--- src/row_convolution_replicate_edge_top_assert.svh ---
// Assertion macros used by the row convolution issue logic.
`ifndef ROW_CONVOLUTION_REPLICATE_EDGE_TOP_ASSERT_SVH
`define ROW_CONVOLUTION_REPLICATE_EDGE_TOP_ASSERT_SVH

// same-cycle implication, disabled in reset
`define RCRE_ASSERT_IMPL(name, clk, rst, ante, cons) \
   name: assert property (@(posedge clk) disable iff (rst) (ante) |-> (cons)) \
      else $error("rcre: same-cycle check failed");

// next-cycle implication, disabled in reset
`define RCRE_ASSERT_NEXT(name, clk, rst, ante, cons) \
   name: assert property (@(posedge clk) disable iff (rst) (ante) |=> (cons)) \
      else $error("rcre: next-cycle check failed");

`endif

--- src/rcre_pkg.sv ---
// Shared types and constants of the row convolution block.
`default_nettype none
package rcre_pkg;

   localparam int COLUMN_BITS = 12;
   localparam int TAP_BITS    = 16;
   localparam int RADIUS_BITS = 3;
   localparam int INDEX_BITS  = 3;

   localparam logic [INDEX_BITS-1:0] REG_ROW_WIDTH = 3'd0;
   localparam logic [INDEX_BITS-1:0] REG_RADIUS    = 3'd1;
   localparam logic [INDEX_BITS-1:0] REG_SHIFT     = 3'd2;
   localparam logic [INDEX_BITS-1:0] REG_TAPS_BASE = 3'd3;

   typedef struct packed {
      logic                   valid;
      logic [COLUMN_BITS-1:0] column;
      logic                   row_end;
      logic                   last_of_run;
   } job_type;

endpackage
`default_nettype wire

--- src/rcre_cell.sv ---
// One multiply-accumulate cell of the systolic tap chain.
`default_nettype none
module rcre_cell #(
   parameter int PIXEL_BITS = 16,
   parameter int NTAPS      = 15,
   parameter int K          = 0,
   parameter int ACC_BITS   = 37
) (
   input  wire                                  clock,
   input  wire                                  reset,
   input  wire                                  en,
   input  wire  rcre_pkg::job_type              job_in,
   input  wire  [NTAPS*PIXEL_BITS-1:0]          samples_in,
   input  wire  signed [ACC_BITS-1:0]           acc_in,
   input  wire  signed [rcre_pkg::TAP_BITS-1:0] tap,
   output rcre_pkg::job_type                    job_ff,
   output logic [NTAPS*PIXEL_BITS-1:0]          samples_ff,
   output logic signed [ACC_BITS-1:0]           acc_ff
);
   logic signed [PIXEL_BITS+rcre_pkg::TAP_BITS:0] prod;
   logic signed [ACC_BITS-1:0]                    acc_in_sum;

   assign prod = tap * $signed({1'b0, samples_in[K*PIXEL_BITS +: PIXEL_BITS]});
   assign acc_in_sum = acc_in + ACC_BITS'(prod);

   always_ff @(posedge clock) begin
      if (reset) begin
         job_ff.valid <= 1'b0;
      end else if (en) begin
         job_ff <= job_in;
      end
      if (en) begin
         samples_ff <= samples_in;
         acc_ff     <= acc_in_sum;
      end
   end
endmodule
`default_nettype wire

--- config.mk ---
export PLATFORM = sky130hd
export DESIGN_NAME = rcre_cell
export DESIGN_NICKNAME = d
export VERILOG_FILES = /design/src/row_convolution_replicate_edge_top_assert.svh /design/src/rcre_pkg.sv /design/src/rcre_cell.sv
export SDC_FILE = /design/constraint.sdc
export NUM_CORES = 1
export LEC_CHECK = 0
export ABC_AREA = 1
export BUFFER_PORTS_ARGS = -buffer_cell sky130_fd_sc_hd__buf_4
export CAP_MARGIN = 30
export CORE_AREA = 8 8 230 232
export DETAILED_ROUTE_END_ITERATION = 7
export DIE_AREA = 0 0 238 240
export GPL_ROUTABILITY_DRIVEN = 0
export PLACE_DENSITY = 0.77
export SKIP_CTS_REPAIR_TIMING = 1
export SLEW_MARGIN = 20
export SYNTH_ARGS = -nofsm -noshare
export SYNTH_HDL_FRONTEND = slang
export SYNTH_SLANG_ARGS = --single-unit
--- constraint.sdc ---
create_clock -name clock -period 6.2 [get_ports clock]
set_clock_uncertainty 0.05 [all_clocks]
set_input_delay 0.62 -clock clock [delete_from_list [all_inputs] [get_ports clock]]
set_output_delay 0.62 -clock clock [all_outputs]
set_load 0.01 [all_outputs]
== After elaboration in Yosys (flattened, before gate mapping) ==
Cells that the tools add are included.
Operators by class
  add/sub/neg operators: 1
  multipliers: 1
  bitwise gates (word level): 1
  reductions and logical operators: 1
Operators with widths (number)
  adder 37 x 33 -> 37 bit: 1
  multiplier 16 x 17 -> 33 bit: 1
  AND reduction 2 bit: 1
  NOT 1 bit: 1
Word-level totals
  bits in registers: 292
  input port bits: 311
  output and inout port bits: 292
  word-level logic and storage cells: 10

== Longest topological paths before layout ==
Gate-level depths: netlist of the first run.
  word-level depth: 2
  mapped depth: 28
  gate-level depth less buffers: 27

== Worst setup path before layout of the first run ==
OpenSTA, ideal clock, no wires.
  path kind: input-to-reg
  from: input port tap[1] (netlist name)
  to: register acc_ff[36], data pin
  setup time: 252 ps
  data arrival time: 5494 ps
  required time: 5898 ps
  path slack: 404 ps
  stages on the path: 25
  path buffers: 2
  path through: clkbuf_1 > clkbuf_1 > nand2_1 > fa_1 > inv_1 > fa_1 > fa_1 > inv_1 > fa_1 > inv_1 > fa_1 > inv_1 > fa_1 > inv_1 > ha_1 > nand2_2 > inv_1 > a21oi_1 > nand3_2 > nand2_1 > nand2_2 > nand2_2 > nand2_1 > nand2_1 > nand2_1
Between the ends
  word-level cells in the longest chain between the ends: 2
RTL lines
  start, declared: RTL line rcre_cell.sv:15  | input wire signed [rcre_pkg::TAP_BITS-1:0] tap,
  multiplier 16 x 17 -> 33 bit: RTL line rcre_cell.sv:23  | assign prod = tap * $signed({1'b0, samples_in[K*PIXEL_BITS +: PIXEL_BITS]});
  adder 37 x 33 -> 37 bit: RTL line rcre_cell.sv:24  | assign acc_in_sum = acc_in + ACC_BITS'(prod);
  net acc_in_sum[36]: RTL line rcre_cell.sv:21  | logic signed [ACC_BITS-1:0] acc_in_sum;
  end signal, assigned: RTL line rcre_cell.sv:34  | acc_ff <= acc_in_sum;
  end, declared: RTL line rcre_cell.sv:18  | output logic signed [ACC_BITS-1:0] acc_ff
The timed path passes the listed nets, and every way through them passes these cells.
A chain may end at the register's enable or synchronous reset.

== Final worst setup path of the first run ==
  from: input port tap[15] (netlist name)
  to: register acc_ff[31], data pin
The elaborated chain is that of the path after synthesis.

==> results of run 1 <==
Yosys cell counts:
cell / count / share of area
inv_1: 515 / 0.098
nand2_1: 395 / 0.076
edfxtp_1: 291 / 0.45
fa_1: 227 / 0.23
ha_1: 129 / 0.082
clkbuf_1: 56 / 0.011
nor2_1: 52 / 0.0099
a21oi_1: 40 / 0.010
nand3_1: 23 / 0.0059
o21ai_0: 21 / 0.0054
nand2_2: 15 / 0.0048
xor2_1: 15 / 0.0067
or2_2: 6 / 0.0019
nor2_2: 5 / 0.0016
inv_2: 4 / 0.00076
xnor2_1: 4 / 0.0018
nor3_1: 3 / 0.00076
nor3_2: 2 / 0.0010
a21o_1: 1 / 0.00038
buf_1: 1 / 0.00019
dfxtp_1: 1 / 0.0010
nand3_2: 1 / 0.00051
nand3b_1: 1 / 0.00038
nand4_1: 1 / 0.00032
nor2_4: 1 / 0.00057
nor3b_2: 1 / 0.00064
nor4_2: 1 / 0.00064
o21a_1: 1 / 0.00038
o21ai_1: 1 / 0.00025
o21bai_1: 1 / 0.00038
stage by stage:
stage	util	setup slack (ns)	instances
floorplan	-	0.404	1815
global placement	0.502	0.306	3035
detailed placement	0.502	0.218	3036
CTS	0.524	0.804	3093
global route	0.524	0.461	3098
finish	0.525	0.628	3103
registers in the layout, indices dropped and copies added, names as in the netlist:
register and count:
acc_ff 37, job_ff 15, samples_ff 240
cell families (layout without fill, tap and decap cells):
kind of cell	count (synthesis)	count (layout)
buffers and inverters	576	1182
AND/OR/NAND/NOR	507	507
adder cells (fa/ha/maj)	356	356
flip-flops	292	292
AO/OA/AOI/OAI	65	65
XOR/XNOR	19	19
other	0	10
worst max-delay path, stage by stage:
cell	delay (ns)
buf_4	0.13
inv_1	0.44
nor2_1	0.13
fa_1	0.52
inv_1	0.05
fa_1	0.47
inv_1	0.05
fa_1	0.50
fa_1	0.43
fa_1	0.49
inv_1	0.05
fa_1	0.47
inv_1	0.04
ha_1	0.33
a21oi_1	0.31
o21ai_0	0.19
inv_1	0.09
nand2_1	0.09
a21oi_1	0.21
nand2_1	0.07
nand2_1	0.06
nand2_1	0.06
where the power goes:
group / switching (mW) / internal (mW)
clock network: 0.863 / 1.17
logic: 6.59 / 3.44
registers: 0.120 / 2.84
cells in the final DEF, fill, tap and decap left out, drive strengths merged, types with 3 or more instances in the layout:
cell type | synthesis | layout
ha | 129 | 129
fa | 227 | 227
edfxtp | 291 | 291
inv | 519 | 524
bufinv | 0 | 3
xnor2 | 4 | 4
diode | 0 | 10
nand3 | 24 | 24
nor3 | 5 | 5
or2 | 6 | 6
nand2 | 410 | 410
a21oi | 40 | 40
buf | 1 | 606
nor2 | 58 | 58
clkinv | 0 | 6
clkbuf | 56 | 40
clkinvlp | 0 | 3
xor2 | 15 | 15
o21ai | 22 | 22
how the worst max path moves through the flow:
stage            endpoint  slack, ns
2_1_floorplan  acc_ff[36]       0.40
3_3_place_gp   acc_ff[35]       0.31
3_5_place_dp   acc_ff[29]       0.22
4_1_cts        acc_ff[29]       0.80
5_1_grt        acc_ff[29]       0.46
6_report       acc_ff[31]       0.63
metal layers:
layer,part of all wire,track usage
met1,0.37,0.299
met2,0.49,0.423
met3,0.12,0.100
met4,0.022,0.0636
met5,0.0023,0
cell type report:
type	count	area (µm²)	area share
Clock buffer	40	895	0.0345
Multi-Input combinational cell	947	8710	0.336
Sequential cell	292	8760	0.338
Timing Repair Buffer	606	4570	0.176
Clock inverter	17	198	0.00762
Inverter	519	1950	0.0751
Tap cell	672	841	0.0324
Antenna cell	10	25.0	0.000964
==> flow_summary_export.csv, run 1 <==
group,metric,value,unit
clock_tree,cts_tree,"built",
clock_tree,clock_latency,0.54,ns
global_route,grt_pass1_vias,16100,
cells_and_area,synthToLayoutAreaGrowth,32.2,%
sta,worst_pin_slew,0.815,ns
flow_run,cap_viol_max_count,0,
route,wirelength,73200,µm
synth,synth_top_family_by_area,"adder cells",
placement,io_buffers,602,
global_route,grt_start_max_net_pins,132,
worst_setup_path,crit_type,"in -> reg",
sta,rsz0062_at_grt,"no",
placement,placed_cell_area,24800,µm²
synth,synth_area_per_cell,10.8,µm²
cells_and_area,nFillCells,4315,
worst_setup_path,worst_setup_path_end_kind,"register",
sta,finalMaxSlewViolations,0,
route,ant_nets,0,
min_path,hold_start,"samples_in[129]",
floorplan,rows,82,
clock_tree,clock_path_buffers,3,
clock_tree,clk_pin_slew_worst_paths,0.06,ns
min_path,whs_path_depth,1,
sta,setup_viol,0,
route,wl_per_cell,23.6,µm
power_and_ir_drop,leakagePower,13.4,nW
worst_setup_path,critPathLaunchType,"primary input",
placement,dpl.hpwl,62300,µm
route,vias_per_cell,4.84,
power_and_ir_drop,peakVddDrop,0.959,mV
worst_setup_path,rr_startpoint,"job_ff[14]",
floorplan,fp.dieH,240,µm
worst_setup_path,rr_endpoint,"job_ff[14]",
synth,synthMuxAreaShare,0,
synth,syn_area,19600,µm²
sta,fin_setup_tns,0,ns
route,dr_total_vias,15000,
worst_setup_path,reg2reg_slack,5.55,ns
sta,finalHoldViolations,0,
global_route,grt_pass1_wl,105000,µm
worst_setup_path,crit_arrival,5.82,ns
global_route,grt-ovfl-total,0,
floorplan,die_w,238,µm
synth,ys_seq_elements,292,
synth,synth-seq-area-share,0.446,
route,drtPass1Iterations,5,
synth,synth-adder-area-share,0.314,
clock_tree,cts_root_buf,"clkbuf_16",
clock_tree,cts_sinks,292,
clock_tree,htreeDepth,2,
cells_and_area,fin_nets,3068,
power_and_ir_drop,power.total,15.0,mW
floorplan,ios,603,
worst_setup_path,required,6.44,ns
min_path,hold_end,"samples_ff[129]",
min_path,hold_class,"in -> reg",
floorplan,dieArea,57100,µm²
synth,syn-num-nets,2482,
sta,holdWs,0.197,ns
worst_setup_path,crit_fanout,17,
power_and_ir_drop,power_density,579,nW/µm²
floorplan,start_util,0.397,
route,drc,0,
synth,synthSimpleGateAreaFrac,0.104,
synth,yosys_warnings,0,
sta,period_share,0.899,
worst_setup_path,startpoint,"tap[15]",
worst_setup_path,reg2regPathDepth,2,
sta,timing.final.crit_period,5.57,ns
sta,slew_headroom,0.457,
synth,ys_types,30,
cells_and_area,drive_gt1_frac,0.285,
synth,syn_inst,1815,
outcome,status,"finished, final reports clean",
floorplan,core_area,49500,µm²
global_route,grt_usage,0.251,
global_route,antenna_found_initial,28,
synth,synth_compound_area_frac,0.0170,
synth,synth-xor-area-share,0.00848,
sta,max_clock_freq,179,MHz
clock_tree,cts_made_buffers,35,
route,first_iter_violations,1230,
cells_and_area,final_area,25900,µm²
Note: power is estimated with default switching activity, not from simulation.
==> run 2: changes to the inputs <==
CORE_AREA = 8 8 226 228   (was 8 8 230 232)
DIE_AREA = 0 0 234 236   (was 0 0 238 240)
RECOVER_POWER = 100   (was default)
clock period = 5.71 ns   (was 6.2 ns; I/O delays follow)
==> run 2 against run 1 <==
The flow now finishes with violations (max-capacitance violations, max-slew violations). Via count up 0.88%. Utilization up 0.51 points. Critical path depth grew 1.
==> flow_summary_export.csv, run 2 (synthesis results as in run 1) <==
group,metric,value,unit
outcome,status,"complete, but fails checks",
outcome,violations,"max-capacitance violations, max-slew violations",
route,vias_per_cell,4.89,
min_path,hold_class,"in -> reg",
flow_run,cap_viol_max_count,1,
clock_tree,htreeDepth,2,
sta,rsz0062_at_grt,"no",
route,first_iter_violations,1181,
global_route,grt_pass1_vias,16300,
global_route,grt_pass1_wl,107000,µm
global_route,grt_usage,0.267,
power_and_ir_drop,peakVddDrop,1.01,mV
worst_setup_path,crit_fanout,12,
cells_and_area,largest_reg_flops,240,
cells_and_area,largest_register,"samples_ff",
route,ant_nets,0,
sta,period_share,0.947,
global_route,grt_start_max_net_pins,134,
worst_setup_path,critPathLaunchType,"primary input",
clock_tree,clock_latency,0.55,ns
clock_tree,clk_pin_slew_worst_paths,0.06,ns
global_route,antenna_found_initial,35,
cells_and_area,fin_nets,3100,
sta,finalHoldViolations,0,
cells_and_area,reg_top3,"samples_ff: 240 flops, acc_ff: 37 flops, job_ff: 15 flops",
worst_setup_path,required,5.95,ns
route,dr_total_vias,15100,
sta,finalMaxSlewViolations,82,
worst_setup_path,crit_type,"in -> reg",
clock_tree,cts_root_buf,"clkbuf_16",
sta,setup_viol,0,
route,wl_per_cell,23.9,µm
sta,slew_headroom,-1.89,
power_and_ir_drop,leakagePower,12.4,nW
floorplan,rows,80,
worst_setup_path,worst_setup_path_end_kind,"register",
cells_and_area,synthToLayoutAreaGrowth,27.8,%
clock_tree,cts_sinks,292,
floorplan,start_util,0.415,
power_and_ir_drop,power_density,666,nW/µm²
sta,holdWs,0.152,ns
clock_tree,cts_made_buffers,37,
clock_tree,cts_tree,"built",
global_route,grt-ovfl-total,0,
placement,io_buffers,602,
cells_and_area,final_util,0.530,
sta,timing.final.crit_period,5.41,ns
route,wirelength,74100,µm
worst_setup_path,crit_arrival,5.65,ns
cells_and_area,drive_gt1_frac,0.169,
clock_tree,clock_path_buffers,3,
sta,worst_pin_slew,4.33,ns
sta,max_clock_freq,185,MHz
placement,dpl.hpwl,63600,µm
route,drtPass1Iterations,7,
cells_and_area,multi_input_area,8700,µm²
cells_and_area,layout_commonest_cell,"inv_1",
floorplan,core_area,47300,µm²
floorplan,ios,603,
cells_and_area,most-common-layout-cells,"inv_1 (515), nand2_1 (401), clkbuf_1 (312)",
route,drc,0,
floorplan,dieArea,55200,µm²
floorplan,fp.dieH,236,µm
cells_and_area,regArea,8760,µm²
floorplan,die_w,234,µm
cells_and_area,nFillCells,4317,
run 2: metrics by stage:
stage	setup WS [ns]	TNS [ns]	std cells	instance area, µm²	total power [mW]
4_1_cts	0.442	0	3074	26200	17.0
2_1_floorplan	0.00300	0	1815	19600	10.6
3_3_place_gp	-0.0119	-0.0180	3009	25000	14.3
3_5_place_dp	-0.149	-1.19	3009	25000	14.6
6_report	0.300	0	3096	25100	16.7
5_1_grt	0.0600	0	3090	25100	18.4
run 2: metal layers:
metal | GRT usage | part of all wire
met1 | 0.319 | 0.38
met5 | 0 | 0.0015
met3 | 0.0947 | 0.11
met2 | 0.433 | 0.47
met4 | 0.111 | 0.040
run 2: final cells by class:
type | instances | area share
Sequential cell | 292 | 0.349
Multi-Input combinational cell | 947 | 0.347
Timing Repair Buffer | 636 | 0.146
Inverter | 519 | 0.0777
Clock buffer | 43 | 0.0387
Tap cell | 615 | 0.0307
Clock inverter | 22 | 0.00933
Antenna cell | 22 | 0.00220
run 2: worst max-delay path: stages:
cell	delay [ns]
buf_4	0.17
clkbuf_1	0.19
nand2_1	0.10
inv_1	0.06
fa_1	0.51
inv_1	0.06
fa_1	0.51
fa_1	0.50
inv_1	0.05
fa_1	0.48
inv_1	0.05
fa_1	0.46
fa_1	0.50
inv_1	0.04
ha_1	0.35
buf_4	0.13
nand2_1	0.10
nor2_1	0.19
nand2_1	0.14
nor3_1	0.15
nand2_1	0.15
nand3_1	0.11
nand2_1	0.08
run 2: worst paths after layout:
| check | start | end | slack, ns | cells past startpoint |
|---|---|---|---|---|
| max | samples_in[12] | acc_ff[31] | 0.30 | 23 |
| max reg2reg | job_ff[14] | job_ff[14] | 5.05 | 2 |
| min reg2reg | job_ff[14] | job_ff[14] | 0.42 | 2 |
| min | samples_in[212] | samples_ff[212] | 0.15 | 1 |
run 2: power breakdown:
group	switching [mW]	leakage (nW)	internal [mW]
Combinational	7.08	9.01	4.07
Sequential	0.122	2.85	3.09
Clock	0.967	0.586	1.37
